**src/rtl/core/wrc_pkg.sv**
```systemverilog
`timescale 1ns / 1ps

package wrc_pkg;

  // Item kinds carried on the input channel.
  localparam logic [1:0] KIND_CLEAR  = 2'd0;
  localparam logic [1:0] KIND_ADD    = 2'd1;
  localparam logic [1:0] KIND_CHOOSE = 2'd2;

  // Result status codes.
  localparam logic [1:0] STATUS_OK    = 2'd0;
  localparam logic [1:0] STATUS_FULL  = 2'd1;
  localparam logic [1:0] STATUS_EMPTY = 2'd2;

  // Fixed field widths.
  localparam int unsigned KIND_BITS   = 2;
  localparam int unsigned STATUS_BITS = 2;
  localparam int unsigned DRAW_BITS   = 32;

  // The threshold multiplier takes the total in slices of this width.
  localparam int unsigned SLICE_BITS = 16;

  // Top-level control sequence.
  typedef enum logic [1:0] {
    S_IDLE,
    S_SEARCH,
    S_HOLD
  } state_t;

endpackage

```
**src/rtl/core/wrc_cell.sv**
```systemverilog
`timescale 1ns / 1ps

// One table entry. Entries shift one place down the row on every add, so the
// newest entry sits in the first cell. A search token passes one cell per
// cycle; each live cell whose cumulative weight exceeds the threshold
// replaces the carried id, so the deepest such cell (the oldest entry) wins.
module wrc_cell #(
  parameter int unsigned IDX       = 0,
  parameter int unsigned TOT_BITS  = 22,
  parameter int unsigned ID_BITS   = 16,
  parameter int unsigned CNT_BITS  = 7
) (
  input  logic                clk,
  input  logic                rst_n,
  input  logic                shift_en,
  input  logic [TOT_BITS-1:0] cum_in,
  input  logic [ID_BITS-1:0]  id_in,
  output logic [TOT_BITS-1:0] cum_out,
  output logic [ID_BITS-1:0]  id_out,
  input  logic [CNT_BITS-1:0] count,
  input  logic                tok_vld_in,
  input  logic [TOT_BITS-1:0] tok_thr_in,
  input  logic [ID_BITS-1:0]  tok_id_in,
  output logic                tok_vld_out,
  output logic [TOT_BITS-1:0] tok_thr_out,
  output logic [ID_BITS-1:0]  tok_id_out
);
  import wrc_pkg::*;

  logic [TOT_BITS-1:0] cum_r;
  logic [ID_BITS-1:0]  id_r;
  logic                tok_vld_r;
  logic [TOT_BITS-1:0] tok_thr_r;
  logic [ID_BITS-1:0]  tok_id_r;
  logic                hit;

  // Stored entry moves down the row on an add.
  always_ff @(posedge clk) begin
    if (shift_en) begin
      cum_r <= cum_in;
      id_r  <= id_in;
    end
  end

  // The cell only counts when it holds one of the live entries.
  assign hit = (CNT_BITS'(IDX) < count) && (cum_r > tok_thr_in);

  // Search token stage.
  always_ff @(posedge clk) begin
    if (!rst_n) begin
      tok_vld_r <= 1'b0;
    end else begin
      tok_vld_r <= tok_vld_in;
    end
  end

  always_ff @(posedge clk) begin
    if (tok_vld_in) begin
      tok_thr_r <= tok_thr_in;
      tok_id_r  <= hit ? id_r : tok_id_in;
    end
  end

  assign cum_out     = cum_r;
  assign id_out      = id_r;
  assign tok_vld_out = tok_vld_r;
  assign tok_thr_out = tok_thr_r;
  assign tok_id_out  = tok_id_r;

endmodule
```
**config.mk**
```make
export PLATFORM = sky130hd
export DESIGN_NAME = wrc_cell
export DESIGN_NICKNAME = d
export VERILOG_FILES = /design/src/rtl/core/wrc_pkg.sv /design/src/rtl/core/wrc_cell.sv
export SDC_FILE = /design/constraint.sdc
export NUM_CORES = 1
export LEC_CHECK = 0
export ABC_AREA = 1
export BUFFER_PORTS_ARGS = -buffer_cell sky130_fd_sc_hd__buf_2
export CAP_MARGIN = 20
export CORE_ASPECT_RATIO = 1.1
export CORE_MARGIN = 2
export CORE_UTILIZATION = 45
export DETAILED_ROUTE_END_ITERATION = 7
export GPL_TIMING_DRIVEN = 0
export PLACE_DENSITY = 0.79
export SLEW_MARGIN = 15
export SYNTH_ARGS = -nofsm -noshare
export SYNTH_HDL_FRONTEND = slang
export SYNTH_SLANG_ARGS = --single-unit
```
**constraint.sdc**
```tcl
create_clock -name clk -period 2.1 [get_ports clk]
set_input_delay 0.42 -clock clk [delete_from_list [all_inputs] [get_ports clk]]
set_output_delay 0.42 -clock clk [all_outputs]
set_load 0.03 [all_outputs]
```
# --- Word-level counts from Yosys, hierarchy flattened ---
# Cells that the tools add are included.
word_totals:
  reg_bits: 77
  in_bits: 87
  output_inout_bits: 77
  elab_cells: 9
classes:
  n_lt_le_gt_ge: 2
  mux: 1
  n_reduce_logical: 1
op_table:
  columns: ["op", "n"]
  rows:
  - ["$gt 22x22->1", 1]
  - ["$mux 16", 1]
  - ["$lt 1x7->1 const A", 1]
  - ["$logic_and 1x1->1", 1]

# --- Longest topological paths before layout ---
logic_depth:
  ltp_word: 3
  ltp_mapped: 14
  ltp_nobuf: 13

# --- Worst setup path after synthesis ---
# Ideal clock, no wire load.
synth_timing:
  path_type: "reg-to-reg"
  startpoint: "reg cum_r[5] (netlist: cum_out[5])"
  endpoint: "reg tok_id_r[10] (netlist: tok_id_out[10]) (data pin)"
  setup_ns: 0.253
  t_arrival_ns: 1.793
  t_required_ns: 1.847
  slack_ns: 0.054
  stages_incl_launch_ff: 10
  path_buffers: 1
  period_less_slack_ns: 2.046
  cell_sequence: "edfxtp_1 -> ha_1 -> nand2_1 -> nor2_1 -> and3_4 -> a21boi_2 -> nand2_4 -> buf_6 -> nand2_1 -> nand2_1"
synth_between:
  elab_chain_len: 3
synth_rtl:
  columns: ["item", "line_no", "text"]
  rows:
  - ["from (decl)", "wrc_cell.sv:30", "logic [TOT_BITS-1:0] cum_r;"]
  - ["from (signal assigned)", "wrc_cell.sv:40", "cum_r <= cum_in;"]
  - ["$gt 22x22->1", "wrc_cell.sv:46", "assign hit = (CNT_BITS'(IDX) < count) && (cum_r > tok_thr_in);"]
  - ["$logic_and 1x1->1", "wrc_cell.sv:46", null]
  - ["$mux 16", "wrc_cell.sv:60", "tok_id_r <= hit ? id_r : tok_id_in;"]
  - ["to (signal assigned)", "wrc_cell.sv:60", null]
  - ["to (decl)", "wrc_cell.sv:34", "logic [ID_BITS-1:0] tok_id_r;"]
# No other way between the ends.
# A chain may end at the register's enable or synchronous reset.

# --- Worst setup path in the final report ---
layout_timing:
  startpoint: "reg cum_r[13] (netlist: cum_out[13])"
  endpoint: "reg tok_id_r[13] (netlist: tok_id_out[13]) (data pin)"
# The elaborated chain is that of the path after synthesis.

==> metrics.md <==
| Metric | Value |
|---|---|
| Outcome | finished, final reports clean |
| Most common cell on crit path | nand2_1 |
| Post-Synthesis Cells | 241 |
| Final Total Pwr | 3.87 mW |
| # rows | 32 |
| #FFs+latches synth | 77 |
| Routability cong. | 0.786 |
| DRT Pass-1 Iters | 4 |
| Most frequent cell after synthesis | edfxtp_1 |
| CP arrival | 2070 ps |
| Antenna cells | 0 |
| Synth unique cells | 20 |
| DR WL/cell | 14.4 um |
| Post-synth top cells | edfxtp_1, nand2_1, inv_1 |
| Starting Density | 46.3% |
| Synth warn | 0 |
| Final Cycle Share | 94.9% |
| Drt via density | 4.71 |
| DR vias | 2406 |
| Hold Crit Class | input port to register |
| Worst Max-Slew Pin Slew | 957 ps |
| Crit path time final | 1990 ps |
| First-pass GRT wire length | 11200 um |
| Root buffer cell | clkbuf_8 |
| Total grt overflow | 0 |
| Residual DRC count | 0 |
| GRT Resource Usage Total | 18.4% |
| Io pins | 164 |
| Area grow syn2layout | 38.2% |
| Leakage power | 2.18 nW |
| Inserted Clock Buffers | 9 |
| Synth top area share | 70.8% |
| Worst R2R Start | cum_out[13] |
| Post-synth EDFFs | 76 |
| CP Cell Sequence | ha_1, nand2_1, nor2_2, nand2_2, nor2_4, nand2_2, nand3_4, nand2_4, buf_6, nand2_1, nand2_1 |
| Hold path depth | 1 |
| Achievable frequency | 0.502 GHz |
| Cell Pwr Density | 870 nW/um^2 |
| Max-slew violations | 0 |
| Maxcap violations | 0 |
| Synth area leaders | edfxtp_1, ha_1, nand2_1 |
| Critical-path maximum fanout | 10 |
| Reg2Reg Depth | 11 |
| Final setup viols | 0 |
| CP bufs+invs | 1 |
| CP Class | register to register |
| Fin util | 63.9% |
| Starting DRC count in detailed routing | 85 |
| Required @ worst endpoint | 2180 ps |
| Synthesized area | 3220 sq um |
| Mean Syn Cell Area | 13.4 sq um |
| Horiz. Die Dim | 84.7 um |
| Synth Net Count | 350 |
| Hold_buf cts | 0 |
| VDD IR-drop max | 0.406 mV |
| Vias in the first global route | 2483 |
| Final nets | 530 |
| WHS Endpoint | id_out[6] |
| Synth async-reset ratio | 0% |
| HPWL Detailed | 5470 um |
| Clock Skew | 13.2 ps |
| Final WL | 7340 um |
| Share of cells above drive strength 1 | 46.9% |
| # clock sinks | 77 |
| Post-synthesis sequential area ratio | 71.4% |
| PortBufs | 163 |
| Detail Route Antenna Nets | 0 |
| H-tree Lvls | 3 |
| R2R setup slack | 110 ps |
| Worst path slowest cell | edfxtp_1 |
| Synth area leader | edfxtp_1 |
| Top Family by Delay on Critical Path | simple AND/OR/NAND/NOR gates |
| Endpoint of the worst register-to-register path | tok_id_out[13] |
| Die area | 7860 sq um |
| Hold Crit Start | id_in[6] |
| Top_reg_cell synth | edfxtp_1 |
| Critical path startpoint category | register |
| Worst-Skew Late Latency | 330 ps |
| Max clock buf depth | 2 |
| Pin count of the biggest net entering global routing | 40 |
| Worst Setup End Kind | register |
| CTS tree | built |
| Die height | 92.8 um |
| Initial antenna violation count | 0 |
| Clock-pin slew on the worst setup and hold paths | 80 ps |
| Hold Slack | 255 ps |
| Core area | 6970 sq um |
| Final hold violation count | 0 |
| Worst slew margin | 36.2% |
| Largest stage delay, worst path | 400 ps |
==> layer usage <==
| layer | part of all wire (%) | wire (um) | global-route usage [%] |
|---|---|---|---|
| met3 | 6.5 | 475 | 4.37 |
| met1 | 38 | 2790 | 20.8 |
| met5 | 0 | 0 | 0 |
| met2 | 53 | 3900 | 32.5 |
| met4 | 2.2 | 165 | 8.99 |
==> power breakdown <==
part           internal, mW  switching, mW
clock                 0.702          0.517
sequential             1.85         0.0508
combinational         0.251          0.507
total                  2.80           1.07
==> worst max-delay path by stage <==
stage	endpoint	slack (ps)	cells past startpoint	start
after CTS	tok_id_out[13]	20	11	cum_out[20]
after detailed placement	tok_id_out[9]	-210	12	tok_thr_in[9]
after global routing	tok_id_out[9]	-20	11	cum_out[13]
after floorplan	tok_id_out[10]	50	9	cum_out[5]
after global placement	tok_id_out[12]	-170	12	tok_thr_in[13]
final	tok_id_out[13]	110	11	cum_out[13]
==> per-stage QoR <==
| step | setup slack, ps | setup TNS [ps] | instances | instance area (sq um) |
|---|---|---|---|---|
| final | 108 | 0 | 511 | 4450 |
| after global routing | -23.9 | -105 | 511 | 4450 |
| after CTS | 20.5 | 0 | 505 | 4370 |
| after detailed placement | -207 | -2300 | 489 | 4150 |
| after global placement | -174 | -1890 | 489 | 4150 |
| after floorplan | 53.6 | 0 | 241 | 3220 |
==> cell type report <==
cell class	count	area, sq um
Inverter	33	124
Sequential cell	77	2300
Fill cell	586	2510
Timing Repair Buffer	169	861
Clock inverter	4	72.6
Multi-Input combinational cell	128	812
Tap cell	85	106
Clock buffer	12	145
Buffer	3	30.0
==> flip-flops by register name (all words and copies together), names as in the netlist <==
register and cells:
tok_thr_out 22, tok_id_out 16, id_out 16, tok_vld_out 1, cum_out 22
==> layout by cell type (no fill, tap or decap) <==
cell type / count
buf_2: 163
edfxtp_1: 76
nand2_1: 61
inv_1: 33
ha_1: 20
nand3_1: 19
clkbuf_8: 10
buf_4: 7
a21oi_1: 6
nor2_1: 5
nand2_2: 4
nor2_2: 2
nor2_4: 2
buf_6: 2
ha_4: 2
clkbuf_1: 2
bufinv_16: 2
a21o_1: 1
o21bai_1: 1
nand3_4: 1
and3_4: 1
nor3_1: 1
a21boi_4: 1
nand2_4: 1
clkinvlp_4: 1
clkinv_2: 1
dfxtp_1: 1
==> logic make-up after synthesis <==
logic type	after synthesis	synth area share, %
compound gates	9	1.75
simple gates	97	13.5
fa+ha+maj	22	8.54
buf+inv	36	4.77
flops	77	71.4
==> repair_timing <==
action / in CTS / in global routing
pin swaps: 0 / 5
resized for setup: 1 / 6
setup buffers: 0 / 6
setup endpoints to repair: 10 / 10
(Power assumes the default switching activity.)
