--- config.mk ---
export PLATFORM = sky130hd
export DESIGN_NAME = wrc_scaler
export DESIGN_NICKNAME = d
export VERILOG_FILES = /design/src/rtl/core/wrc_pkg.sv /design/src/rtl/core/wrc_scaler.sv
export SDC_FILE = /design/constraint.sdc
export NUM_CORES = 1
export LEC_CHECK = 0
export BUFFER_PORTS_ARGS = -buffer_cell sky130_fd_sc_hd__buf_4
export CAP_MARGIN = 20
export CORE_MARGIN = 10
export CORE_UTILIZATION = 55
export CTS_BUF_LIST = sky130_fd_sc_hd__clkbuf_16
export CTS_CLUSTER_DIAMETER = 40
export DETAILED_ROUTE_END_ITERATION = 6
export GPL_TIMING_DRIVEN = 0
export PLACE_DENSITY = 0.84
export REMOVE_ABC_BUFFERS = 1
export SETUP_SLACK_MARGIN = 0.1
export SLEW_MARGIN = 10
export SYNTH_ARGS = -nofsm -noshare
export SYNTH_HDL_FRONTEND = slang
export SYNTH_SLANG_ARGS = --single-unit
--- constraint.sdc ---
create_clock -name clk -period 13 [get_ports clk]
set_clock_uncertainty 0.2 [all_clocks]
set_input_delay 1.3 -clock clk [delete_from_list [all_inputs] [get_ports clk]]
set_output_delay 1.3 -clock clk [all_outputs]
set_load 0.1 [all_outputs]
--- src/rtl/core/wrc_pkg.sv ---
`timescale 1ns / 1ps

package wrc_pkg;

  // Item kinds carried on the input channel.
  localparam logic [1:0] KIND_CLEAR  = 2'd0;
  localparam logic [1:0] KIND_ADD    = 2'd1;
  localparam logic [1:0] KIND_CHOOSE = 2'd2;

  // Result status codes.
  localparam logic [1:0] STATUS_OK    = 2'd0;
  localparam logic [1:0] STATUS_FULL  = 2'd1;
  localparam logic [1:0] STATUS_EMPTY = 2'd2;

  // Fixed field widths.
  localparam int unsigned KIND_BITS   = 2;
  localparam int unsigned STATUS_BITS = 2;
  localparam int unsigned DRAW_BITS   = 32;

  // The threshold multiplier takes the total in slices of this width.
  localparam int unsigned SLICE_BITS = 16;

  // Top-level control sequence.
  typedef enum logic [1:0] {
    S_IDLE,
    S_SEARCH,
    S_HOLD
  } state_t;

endpackage

--- src/rtl/core/wrc_scaler.sv ---
`timescale 1ns / 1ps

// Computes threshold = (draw * total) >> 32 with one 32x16 multiply per cycle.
// The total is consumed most significant slice first; each product is
// registered and folded into the accumulator on the following cycle.
module wrc_scaler #(
  parameter int unsigned TOT_BITS = 22
) (
  input  logic                clk,
  input  logic                rst_n,
  input  logic                start,
  input  logic [31:0]         draw,
  input  logic [TOT_BITS-1:0] total,
  output logic                done,
  output logic [TOT_BITS-1:0] threshold
);
  import wrc_pkg::*;

  localparam int unsigned NSLICE   = (TOT_BITS + SLICE_BITS - 1) / SLICE_BITS;
  localparam int unsigned PAD_BITS = NSLICE * SLICE_BITS;
  localparam int unsigned PROD_BITS = DRAW_BITS + SLICE_BITS;
  localparam int unsigned ACC_BITS = DRAW_BITS + PAD_BITS;
  localparam int unsigned STEP_BITS = $clog2(NSLICE + 1);

  logic                    busy_r;
  logic                    done_r;
  logic [STEP_BITS-1:0]    step_r;
  logic [DRAW_BITS-1:0]    draw_r;
  logic [PAD_BITS-1:0]     tot_sh_r;
  logic [PROD_BITS-1:0]    prod_r;
  logic [ACC_BITS-1:0]     acc_r;

  // Control: step counter runs one slice per cycle plus one final add.
  always_ff @(posedge clk) begin
    if (!rst_n) begin
      busy_r <= 1'b0;
      done_r <= 1'b0;
      step_r <= '0;
    end else begin
      done_r <= busy_r && !start && (step_r == STEP_BITS'(NSLICE));
      if (start) begin
        busy_r <= 1'b1;
        step_r <= '0;
      end else if (busy_r) begin
        if (step_r == STEP_BITS'(NSLICE)) begin
          busy_r <= 1'b0;
        end
        step_r <= step_r + 1'b1;
      end
    end
  end

  // Datapath: multiply one slice, then shift and accumulate.
  always_ff @(posedge clk) begin
    if (start) begin
      draw_r   <= draw;
      tot_sh_r <= PAD_BITS'(total);
      acc_r    <= '0;
    end else if (busy_r) begin
      if (step_r < STEP_BITS'(NSLICE)) begin
        prod_r   <= draw_r * tot_sh_r[PAD_BITS-1 -: SLICE_BITS];
        tot_sh_r <= tot_sh_r << SLICE_BITS;
      end
      if (step_r != '0) begin
        acc_r <= (acc_r << SLICE_BITS) + ACC_BITS'(prod_r);
      end
    end
  end

  assign done      = done_r;
  assign threshold = acc_r[DRAW_BITS +: TOT_BITS];

endmodule

* Word-level counts from Yosys, hierarchy flattened
Index checks and enable logic that the tools add are counted.
** Word-level totals
- Bits of input ports :: 57
- Logic and storage cells :: 32
- Register bits after elaboration :: 170
- Output and inout port bits :: 23
** Operators by class
- Multiplexer cells :: 6
- Reduce and logical (&&, ||, !) cells :: 11
- Order comparisons :: 1
- Bitwise gates (word level) :: 2
- Eq/ne operators :: 1
- $mul :: 1
- $add $sub $neg :: 2
** Operators with widths (count)
- 22-bit 2-to-1 mux :: 3
- 54-bit by 48-bit adder with 54-bit output :: 1
- 32-bit by 16-bit multiplier with 48-bit output :: 1
- 2-bit AND reduction :: 3
- 2-bit nonzero test :: 3
- 1-bit 2-to-1 mux :: 3
- 3-bit AND reduction :: 1
- 2-bit by 1-bit adder with 2-bit output, second input constant :: 1
- 2-bit equality test, second input constant :: 1
- 1-bit logical AND :: 2
- 2-bit < comparator, second input constant :: 1
- 1-bit NOT :: 2
- 2-bit OR reduction :: 1
- 1-bit logical NOT :: 1

* Longest topological paths before layout
Gate-level depths: netlist of the first run.
- Depth in word-level cells :: 4
- Mapped depth :: 23
- Depth with buffers taken out :: 22

* Worst setup path after synthesis of the first run
Ideal clock, no wire load.
- Path kind :: register to register
- From :: register draw_r[29]
- To :: register prod_r[42], data pin
- Buffers on the path :: 2
- Cell stages (with the launch flop) :: 23
- Arrival :: 5.847 ns
- Library setup time :: 0.260 ns
- Setup slack :: 6.693 ns
- Path through :: edfxtp_1 > clkbuf_1 > nand2_1 > fa_1 > inv_1 > fa_1 > inv_1 > fa_1 > inv_1 > fa_1 > fa_1 > inv_1 > fa_1 > inv_1 > ha_1 > clkbuf_1 > a21o_1 > a221o_1 > a21oi_1 > o21ai_1 > o311a_1 > a221oi_2 > xnor2_1
** On the way
- Cells in the longest elaborated chain, start to end :: 1
** Ends and longest elaborated chain
- start: declaration :: RTL line wrc_scaler.sv:28 : logic [DRAW_BITS-1:0] draw_r;
- start signal: assignment :: RTL line wrc_scaler.sv:56 : draw_r <= draw;
- 32-bit by 16-bit multiplier with 48-bit output :: RTL line wrc_scaler.sv:61 : prod_r <= draw_r * tot_sh_r[PAD_BITS-1 -: SLICE_BITS];
- end signal: assignment :: RTL line wrc_scaler.sv:61
- end: declaration :: RTL line wrc_scaler.sv:30 : logic [PROD_BITS-1:0] prod_r;
Every way passes these cells.
A chain may end at the register's enable or synchronous reset.

* Final worst setup path of the first run
- From :: register tot_sh_r[20]
- To :: register prod_r[45], data pin
** On the way
- Cells in the longest elaborated chain, start to end :: 1
** Ends and longest elaborated chain
- start: declaration :: RTL line wrc_scaler.sv:29 : logic [PAD_BITS-1:0] tot_sh_r;
- start signal: assignment :: RTL line wrc_scaler.sv:57 : tot_sh_r <= PAD_BITS'(total);
- start signal: assignment :: RTL line wrc_scaler.sv:62 : tot_sh_r <= tot_sh_r << SLICE_BITS;
- 32-bit by 16-bit multiplier with 48-bit output :: RTL line wrc_scaler.sv:61
Every way passes these cells.

==> impl_table.tex, run 1 <==
\begin{tabular}{lr}
\hline
Metric & Value \\
\hline
\multicolumn{2}{l}{\textbf{Synth}} \\
Area share of the largest cell type after synthesis & 34.98\% \\
Post-synthesis compound-gate area fraction & a little under 9\% \\
Dominant combinational cell family by area after synthesis & adder cells \\
Netlist Area Pre-Place & 0.02398 mm\^{}2 \\
Avg Cell Area, Syn & 9.245 um\^{}2 \\
Fraction of synthesized area in multiplexers & less than 1\% \\
Main flop type after synthesis & sky130\_fd\_sc\_hd\_\_edfxtp\_1 \\
Post-synth cell types & 77 \\
Basic-gate share of the synthesized area counting and, or, nand and nor cells & approximately 17\% \\
Number of enable-type register cells in the synthesized netlist & 102 \\
Area share of fa/ha/maj cells after synthesis & 43.01\% \\
Cell count after synthesis & between 2,000 and 3,000 \\
Dominant cell type by area after synthesis & sky130\_fd\_sc\_hd\_\_fa\_1 \\
Flip-flop and latch count after synthesis & 170 \\
Sequential-to-total area share from yosys stat & between 10\% and 20\% \\
Async set-or-reset flop fraction in the synthesized netlist & 0\% \\
Number of synthesis warnings & 0 \\
Post-synthesis xor/xnor area fraction & 2.411\% \\
Largest cells by area after synthesis & sky130\_fd\_sc\_hd\_\_fa\_1, sky130\_fd\_sc\_hd\_\_edfxtp\_1, sky130\_fd\_sc\_hd\_\_ha\_1, sky130\_fd\_sc\_hd\_\_inv\_1, sky130\_fd\_sc\_hd\_\_nand2\_1 \\
\multicolumn{2}{l}{\textbf{Timing}} \\
Relative slew slack & approximately 34\% \\
Setup repair after global routing missed its margin & no \\
Hold Vio Cnt, Final & 0 \\
Worst Slack Setup Final & 5526 ps \\
Final period utilization & between 50 and 60\% \\
Fmax & 133.8 MHz \\
Final critical delay including setup and external delays & 7474 ps \\
Pins Over Slew Limit & 0 \\
Setup-failing EPs final & 0 \\
Transition time at the pin with the least slew margin & 983.8 ps \\
Setup tns final & 0 ps \\
\multicolumn{2}{l}{\textbf{CTS}} \\
H-tree depth & 4 \\
Post-CTS setup-driven buffer insertion count & 0 \\
Clk pin slew, worst setup/hold paths & 80 ps \\
CTS Buf Count & 17 \\
Later-pin clock latency in the skew report & 480 ps \\
CTS root buffer & sky130\_fd\_sc\_hd\_\_clkbuf\_16 \\
Buffer levels on the longest clock path & 2 \\
CTS Hold Bufs & 0 \\
Number of sinks handled by clock tree synthesis & between 150 and 200 \\
Clock tree from TritonCTS & yes \\
Number of instances resized during post-cts repair & 0 \\
\multicolumn{2}{l}{\textbf{Drt}} \\
Antenna viol nets, final & 0 \\
Routed wirelength normalized by instance count & 18.50 um \\
Number of vias in the routed layout & 17,890 \\
Number of DRC violations after detailed routing & 0 \\
Avg Vias per Cell & around 5.7 \\
Drt first-iter violations & 1,413 \\
Post-detailed-routing wire length & approximately 58,000 um \\
TritonRoute pass-1 iters & 7 \\
\multicolumn{2}{l}{\textbf{Layout}} \\
Area growth, synth to finish & 6.564\% \\
Net count, final & 3,188 \\
Area used by multi-input combinational logic & 0.01715 mm\^{}2 \\
N\_diodes & 0 \\
Share of layout cells above drive strength 1 & under 10\% \\
Number of fillers in the final layout & 3,487 \\
Most frequent cells in the layout & sky130\_fd\_sc\_hd\_\_inv\_1, sky130\_fd\_sc\_hd\_\_nand2\_1, sky130\_fd\_sc\_hd\_\_fa\_1 \\
Area taken by flip-flops and latches & 0.004432 mm\^{}2 \\
Most common library cell in the layout ignoring fill and taps & sky130\_fd\_sc\_hd\_\_inv\_1 \\
\multicolumn{2}{l}{\textbf{Floorplanning}} \\
Overall die height & roughly 230 um \\
Overall die area & 0.05235 mm\^{}2 \\
Cell row count & 76 \\
Horizontal die dimension & 228.8 um \\
Initial Util & around 56\% \\
Top Ports & 80 \\
Floorplan Core Area & 0.04308 mm\^{}2 \\
\multicolumn{2}{l}{\textbf{Pwr}} \\
Fraction of power consumed by the clock network & 9.4\% \\
Power density over the cells & $\sim$220 mW/mm\^{}2 \\
Cell leakage power & about 0.012 uW \\
Net load switching power & 2871 uW \\
Sequential group share of total power & 16.6\% \\
Portion of total power attributed to combinational logic & 74.0\% \\
Sw Ratio & between 50 and 60\% \\
IR Drop Worst-Case VDD & 210.8 uV \\
Internal cell power & $\sim$2800 uW \\
\multicolumn{2}{l}{\textbf{Critical path}} \\
WS Path Type & reg2reg \\
Data required time at the worst endpoint & 13,030 ps \\
Largest fanout on the critical path & 26 \\
Crit path capture type & register \\
Worst Setup Start Kind & register \\
Number of cell instances on the worst register-to-register path & 21 \\
Critical Path AT & 7510 ps \\
\multicolumn{2}{l}{\textbf{GRT}} \\
Largest net degree at the start of global routing & between 60 and 70 \\
Wire length of the first global-routing pass & 97,780 um \\
Remaining global-route overflow & 0 \\
Via count of the first global-routing pass & 19,550 \\
Number of antenna violations at the first check in global routing & 1 \\
Total global-route track usage & 23.07\% \\
\multicolumn{2}{l}{\textbf{Status}} \\
Outcome & completed \\
\multicolumn{2}{l}{\textbf{Place}} \\
Worst slack at placement & 5339 ps \\
Hpwl dp & approximately 45,000 um \\
RD Place Congestion & $\sim$0.95 \\
Count of input and output buffers & 79 \\
\multicolumn{2}{l}{\textbf{Hold path}} \\
HP Class & reg2reg \\
WHS Path Cells & 2 \\
\multicolumn{2}{l}{\textbf{Flow run}} \\
Number of max-capacitance violations reported & 0 \\
\hline
\end{tabular}
-- cells in the mapped netlist, types with 23 or more instances --
| cell | number |
|---|---|
| sky130_fd_sc_hd__a21o_1 | 38 |
| sky130_fd_sc_hd__a21oi_1 | 124 |
| sky130_fd_sc_hd__and2_1 | 244 |
| sky130_fd_sc_hd__buf_4 | 23 |
| sky130_fd_sc_hd__clkbuf_1 | 114 |
| sky130_fd_sc_hd__dfxtp_1 | 68 |
| sky130_fd_sc_hd__edfxtp_1 | 102 |
| sky130_fd_sc_hd__fa_1 | 419 |
| sky130_fd_sc_hd__ha_1 | 154 |
| sky130_fd_sc_hd__inv_1 | 455 |
| sky130_fd_sc_hd__nand2_1 | 441 |
| sky130_fd_sc_hd__nand3_1 | 28 |
| sky130_fd_sc_hd__nor2_1 | 52 |
| sky130_fd_sc_hd__o21ai_0 | 46 |
| sky130_fd_sc_hd__xnor2_1 | 39 |
| sky130_fd_sc_hd__xor2_1 | 27 |
-- power groups by stage --
stage | registers, uW | clock network [uW] | logic, uW
4_1_cts | 936 | 539 | 4130
3_5_place_dp | 947 | 0 | 4090
5_1_grt | 944 | 558 | 4730
3_3_place_gp | 963 | 0 | 3940
2_1_floorplan | 905 | 0 | 3110
6_report | 935 | 527 | 4160
-- metrics by stage --
stage | area, um^2 | utilization [%] | hold WS [ps] | cells | power [uW]
floorplan | 23270 | - | 229.5 | 2443 | 4016
global placement | 24590 | 57.09 | 238.4 | 3107 | 4903
detailed placement | 24900 | 57.79 | 244.2 | 3122 | 5039
CTS | 25500 | 59.20 | 260.6 | 3154 | 5600
global route | 25550 | 59.32 | 276.0 | 3156 | 6227
finish | 25550 | 59.32 | 255.4 | 3156 | 5626
-- area by class of cell --
cell class	instances	area share, %
Clock buffer	17	1.665
Clock inverter	15	0.7099
Inverter	455	6.683
Multi-Input combinational cell	1818	67.10
Sequential cell	170	17.34
Tap cell	585	2.864
Timing Repair Buffer	96	3.633
-- worst paths after layout --
check,startpoint,to,slack [ps]
hold reg to reg,acc_r[39],acc_r[39],260
hold / removal,acc_r[39],acc_r[39],260
setup reg to reg,tot_sh_r[20],prod_r[45],5530
setup / recovery,tot_sh_r[20],prod_r[45],5530
-- cells by family (layout without fill, tap and decap cells) --
| kind of cell | count (synthesis) | in the layout |
|---|---|---|
| and+or+nand+nor | 844 | 844 |
| xor gates and xnor gates | 66 | 66 |
| adders and majority gates | 573 | 573 |
| muxes | 9 | 9 |
| DFF | 170 | 170 |
| AOI/OAI and AO/OA | 326 | 326 |
| buffers and inverters | 606 | 583 |
-- critical path: stages, from the launching register on --
cell and delay, ps:
sky130_fd_sc_hd__edfxtp_1 690, sky130_fd_sc_hd__clkbuf_16 330, sky130_fd_sc_hd__and2_1 190, sky130_fd_sc_hd__fa_1 560
sky130_fd_sc_hd__inv_1 50, sky130_fd_sc_hd__fa_1 460, sky130_fd_sc_hd__fa_1 520, sky130_fd_sc_hd__inv_1 60
sky130_fd_sc_hd__fa_1 510, sky130_fd_sc_hd__fa_1 510, sky130_fd_sc_hd__inv_1 60, sky130_fd_sc_hd__fa_1 480
sky130_fd_sc_hd__inv_1 40, sky130_fd_sc_hd__ha_1 350, sky130_fd_sc_hd__a21oi_1 370, sky130_fd_sc_hd__o21ai_0 180
sky130_fd_sc_hd__a31oi_1 210, sky130_fd_sc_hd__o21ai_1 170, sky130_fd_sc_hd__a31oi_1 440, sky130_fd_sc_hd__o21ai_1 260
sky130_fd_sc_hd__a31o_2 310, sky130_fd_sc_hd__a211o_1 260
-- flip-flops by register name, indices dropped and copies added, names as in the netlist --
name,flops
prod_r,48
done,1
step_r,2
acc_r,54
busy_r,1
tot_sh_r,32
draw_r,32
-- routing by layer --
metal	part of all wire, %	global-route usage (%)	routed length [um]	vias up
met5	0.017	0	10	-
met4	3.7	9.973	2156	2
met3	7.3	4.455	4246	177
met2	50	39.68	29110	768
met1	39	27.80	22850	8969
li1	-	-	-	7978
Note: power is estimated with default switching activity, not from simulation.
==> run 2, diff against run 1 <==
==> constraint.sdc (replaced) <==
create_clock -name clk -period 7.28 [get_ports clk]
set_clock_uncertainty 0.2 [all_clocks]
set_input_delay 0.728 -clock clk [delete_from_list [all_inputs] [get_ports clk]]
set_output_delay 0.728 -clock clk [all_outputs]
set_load 0.1 [all_outputs]
==> run 2 against run 1 <==
- register-to-register slack lost 5200 ps
- clock-buffer cell count is the same
- worst setup slack lost 5200 ps
- largest power group unchanged
- highest routed layer is now met4
==> impl_table.tex, run 2 (synthesis results as in run 1) <==
\begin{tabular}{lr}
\hline
Metric & Value \\
\hline
\multicolumn{2}{l}{\textbf{Layout}} \\
Most common library cell in the layout ignoring fill and taps & sky130\_fd\_sc\_hd\_\_inv\_1 (unchanged) \\
Area growth, synth to finish & 9.063\% (was 6.564\%) \\
Biggest registers after layout & acc\_r: 54 flops, prod\_r: 48 flops (unchanged) \\
Share of layout cells above drive strength 1 & 8.801\% (was 6.379\%) \\
Net count, final & 3,253 (was 3,188) \\
Register with the highest flop count & acc\_r (unchanged) \\
N\_diodes & 0 (unchanged) \\
Area taken by flip-flops and latches & 0.004441 mm\^{}2 (was 0.004432 mm\^{}2) \\
Most frequent cells in the layout & sky130\_fd\_sc\_hd\_\_inv\_1, sky130\_fd\_sc\_hd\_\_nand2\_1, sky130\_fd\_sc\_hd\_\_fa\_1 (unchanged) \\
Area used by multi-input combinational logic & 0.01716 mm\^{}2 (was 0.01715 mm\^{}2) \\
Max FFs per register & 54 (unchanged) \\
Number of fillers in the final layout & 3,399 (was 3,487) \\
\multicolumn{2}{l}{\textbf{Timing}} \\
Hold Vio Cnt, Final & 0 (unchanged) \\
Final critical delay including setup and external delays & 6936 ps (was 7474 ps) \\
Relative slew slack & 31.10\% (was 34.41\%) \\
Setup tns final & 0 ps (unchanged) \\
Final period utilization & 95.28\% (was 57.50\%) \\
Transition time at the pin with the least slew margin & 1033 ps (was 983.8 ps) \\
Setup repair after global routing missed its margin & no (unchanged) \\
Setup-failing EPs final & 0 (unchanged) \\
Pins Over Slew Limit & 0 (unchanged) \\
Fmax & 144.2 MHz (was 133.8 MHz) \\
Worst Slack Setup Final & 343.8 ps (was 5526 ps) \\
\multicolumn{2}{l}{\textbf{Place}} \\
Worst slack at placement & -380.8 ps (was 5339 ps) \\
Hpwl dp & 45,260 um (unchanged) \\
RD Place Congestion & 0.9509 (unchanged) \\
Count of input and output buffers & 79 (unchanged) \\
\multicolumn{2}{l}{\textbf{Pwr}} \\
IR Drop Worst-Case VDD & 387.5 uV (was 210.8 uV) \\
Cell leakage power & 0.01244 uW (was 0.01209 uW) \\
Power density over the cells & 389.1 mW/mm\^{}2 (was 220.2 mW/mm\^{}2) \\
\multicolumn{2}{l}{\textbf{Status}} \\
Outcome & completed (unchanged) \\
\multicolumn{2}{l}{\textbf{CTS}} \\
Buffer levels on the longest clock path & 2 (unchanged) \\
CTS Buf Count & 17 (unchanged) \\
H-tree depth & 4 (unchanged) \\
Clk pin slew, worst setup/hold paths & 80 ps (about the same) \\
CTS Hold Bufs & 0 (unchanged) \\
Number of sinks handled by clock tree synthesis & 170 (unchanged) \\
CTS root buffer & sky130\_fd\_sc\_hd\_\_clkbuf\_16 (unchanged) \\
Clock tree from TritonCTS & yes (unchanged) \\
Later-pin clock latency in the skew report & 480 ps (about the same) \\
\multicolumn{2}{l}{\textbf{Hold path}} \\
Worst Min Path Start & draw[20] (was acc\_r[39]) \\
WHS Path Cells & 1 (was 2) \\
HP Class & in2reg (was reg2reg) \\
Terminating pin of the worst hold path & draw\_r[20] (was acc\_r[39]) \\
\multicolumn{2}{l}{\textbf{Critical path}} \\
Worst-case register-to-register setup slack & 340 ps (was 5530 ps) \\
Crit path capture type & register (unchanged) \\
WS Path Type & reg2reg (unchanged) \\
Number of cell instances on the worst register-to-register path & 20 (was 21) \\
Largest fanout on the critical path & 24 (was 26) \\
Data required time at the worst endpoint & 7310 ps (was 13,030 ps) \\
Worst reg2reg path startpoint & tot\_sh\_r[18] (was tot\_sh\_r[20]) \\
Worst Setup Start Kind & register (unchanged) \\
Worst R2R End & prod\_r[45] (unchanged) \\
Critical Path AT & 6970 ps (was 7510 ps) \\
\multicolumn{2}{l}{\textbf{GRT}} \\
Via count of the first global-routing pass & 19,710 (was 19,550) \\
Wire length of the first global-routing pass & 100,200 um (was 97,780 um) \\
Number of antenna violations at the first check in global routing & 0 (was 1) \\
Remaining global-route overflow & 0 (unchanged) \\
Total global-route track usage & 23.73\% (was 23.07\%) \\
Largest net degree at the start of global routing & 63 (unchanged) \\
\multicolumn{2}{l}{\textbf{Drt}} \\
Post-detailed-routing wire length & 61,210 um (was 58,370 um) \\
Antenna viol nets, final & 0 (unchanged) \\
Avg Vias per Cell & 5.691 (was 5.670) \\
Routed wirelength normalized by instance count & 19.00 um (was 18.50 um) \\
TritonRoute pass-1 iters & 6 (was 7) \\
Number of DRC violations after detailed routing & 0 (unchanged) \\
Drt first-iter violations & 1,610 (was 1,413) \\
Number of vias in the routed layout & 18,330 (was 17,890) \\
\multicolumn{2}{l}{\textbf{Floorplanning}} \\
Top Ports & 80 (unchanged) \\
Overall die area & 0.05235 mm\^{}2 (unchanged) \\
Cell row count & 76 (unchanged) \\
Overall die height & 228.8 um (unchanged) \\
Floorplan Core Area & 0.04308 mm\^{}2 (unchanged) \\
Initial Util & 55.67\% (unchanged) \\
Horizontal die dimension & 228.8 um (unchanged) \\
\multicolumn{2}{l}{\textbf{Flow run}} \\
Number of max-capacitance violations reported & 0 (unchanged) \\
\hline
\end{tabular}
[run 2: changes by cell type in the layout (fill, tap and decap cells not counted), sizes merged]
| cell | previous run | this run |
|---|---|---|
| buf | 95 | 161 |
| clkbuf | 18 | 17 |
[run 2: how the worst max path moves through the flow]
stage / to / slack [ps] / cells past startpoint / from
3_5_place_dp: prod_r[45] / -380 / 20 / tot_sh_r[20]
3_3_place_gp: prod_r[45] / -570 / 21 / tot_sh_r[23]
5_1_grt: prod_r[46] / 110 / 19 / draw_r[12]
2_1_floorplan: prod_r[45] / 860 / 21 / tot_sh_r[23]
4_1_cts: prod_r[45] / 100 / 20 / draw_r[6]
6_report: prod_r[45] / 340 / 20 / tot_sh_r[18]
[run 2: cell type report]
class / count / area share (%)
Tap cell: 585 / 2.799
Inverter: 455 / 6.530
Sequential cell: 170 / 16.98
Timing Repair Buffer: 161 / 5.760
Clock inverter: 15 / 0.6937
Multi-Input combinational cell: 1818 / 65.61
Clock buffer: 17 / 1.627
[run 2: what timing repair did]
action                     in CTS  in global routing
gates resized for setup         0                  7
buffers inserted               19                 48
setup endpoints to repair      16                  8
hold endpoints to repair        0                  0
gates cloned                    0                  0
[run 2: where the power goes]
part           leakage, uW  switching (uW)  total (uW)  internal [uW]
Clock             0.000292             457         947            490
Combinational       0.0106            4600        7610           3010
Sequential         0.00155             136        1620           1480
[run 2: routing by layer]
metal	global-route usage, %	wire [um]	share of wire, %	up-vias
met1	28.29	23660	39	9149
li1	-	-	-	8102
met3	4.753	4667	7.6	199
met5	0	0	0	-
met2	41.21	30490	50	880
met4	9.808	2395	3.9	0
[run 2: worst max-delay path: stages (launching register included)]
cell and delay (ps):
sky130_fd_sc_hd__edfxtp_1 530, sky130_fd_sc_hd__buf_8 250, sky130_fd_sc_hd__nand2_1 100, sky130_fd_sc_hd__fa_1 510, sky130_fd_sc_hd__fa_1 520, sky130_fd_sc_hd__fa_1 520
sky130_fd_sc_hd__inv_1 60, sky130_fd_sc_hd__fa_1 510, sky130_fd_sc_hd__fa_1 510, sky130_fd_sc_hd__inv_1 50, sky130_fd_sc_hd__fa_1 480, sky130_fd_sc_hd__inv_1 40
sky130_fd_sc_hd__ha_1 350, sky130_fd_sc_hd__a21oi_1 370, sky130_fd_sc_hd__o21ai_0 180, sky130_fd_sc_hd__a31oi_1 200, sky130_fd_sc_hd__o21ai_1 190, sky130_fd_sc_hd__a31oi_2 310
sky130_fd_sc_hd__o21ai_1 220, sky130_fd_sc_hd__a31o_2 300, sky130_fd_sc_hd__a211o_1 260
[run 2: per-stage QoR]
step	power (uW)	area [um^2]	hold slack, ps	instances	util [%]
3_3_place_gp	8755	24590	238.4	3107	57.09
3_5_place_dp	8999	24900	244.2	3122	57.79
2_1_floorplan	7171	23270	229.5	2443	-
6_report	10180	26150	219.1	3221	60.72
5_1_grt	11230	26150	207.0	3221	60.72
4_1_cts	10030	25710	195.5	3173	59.68
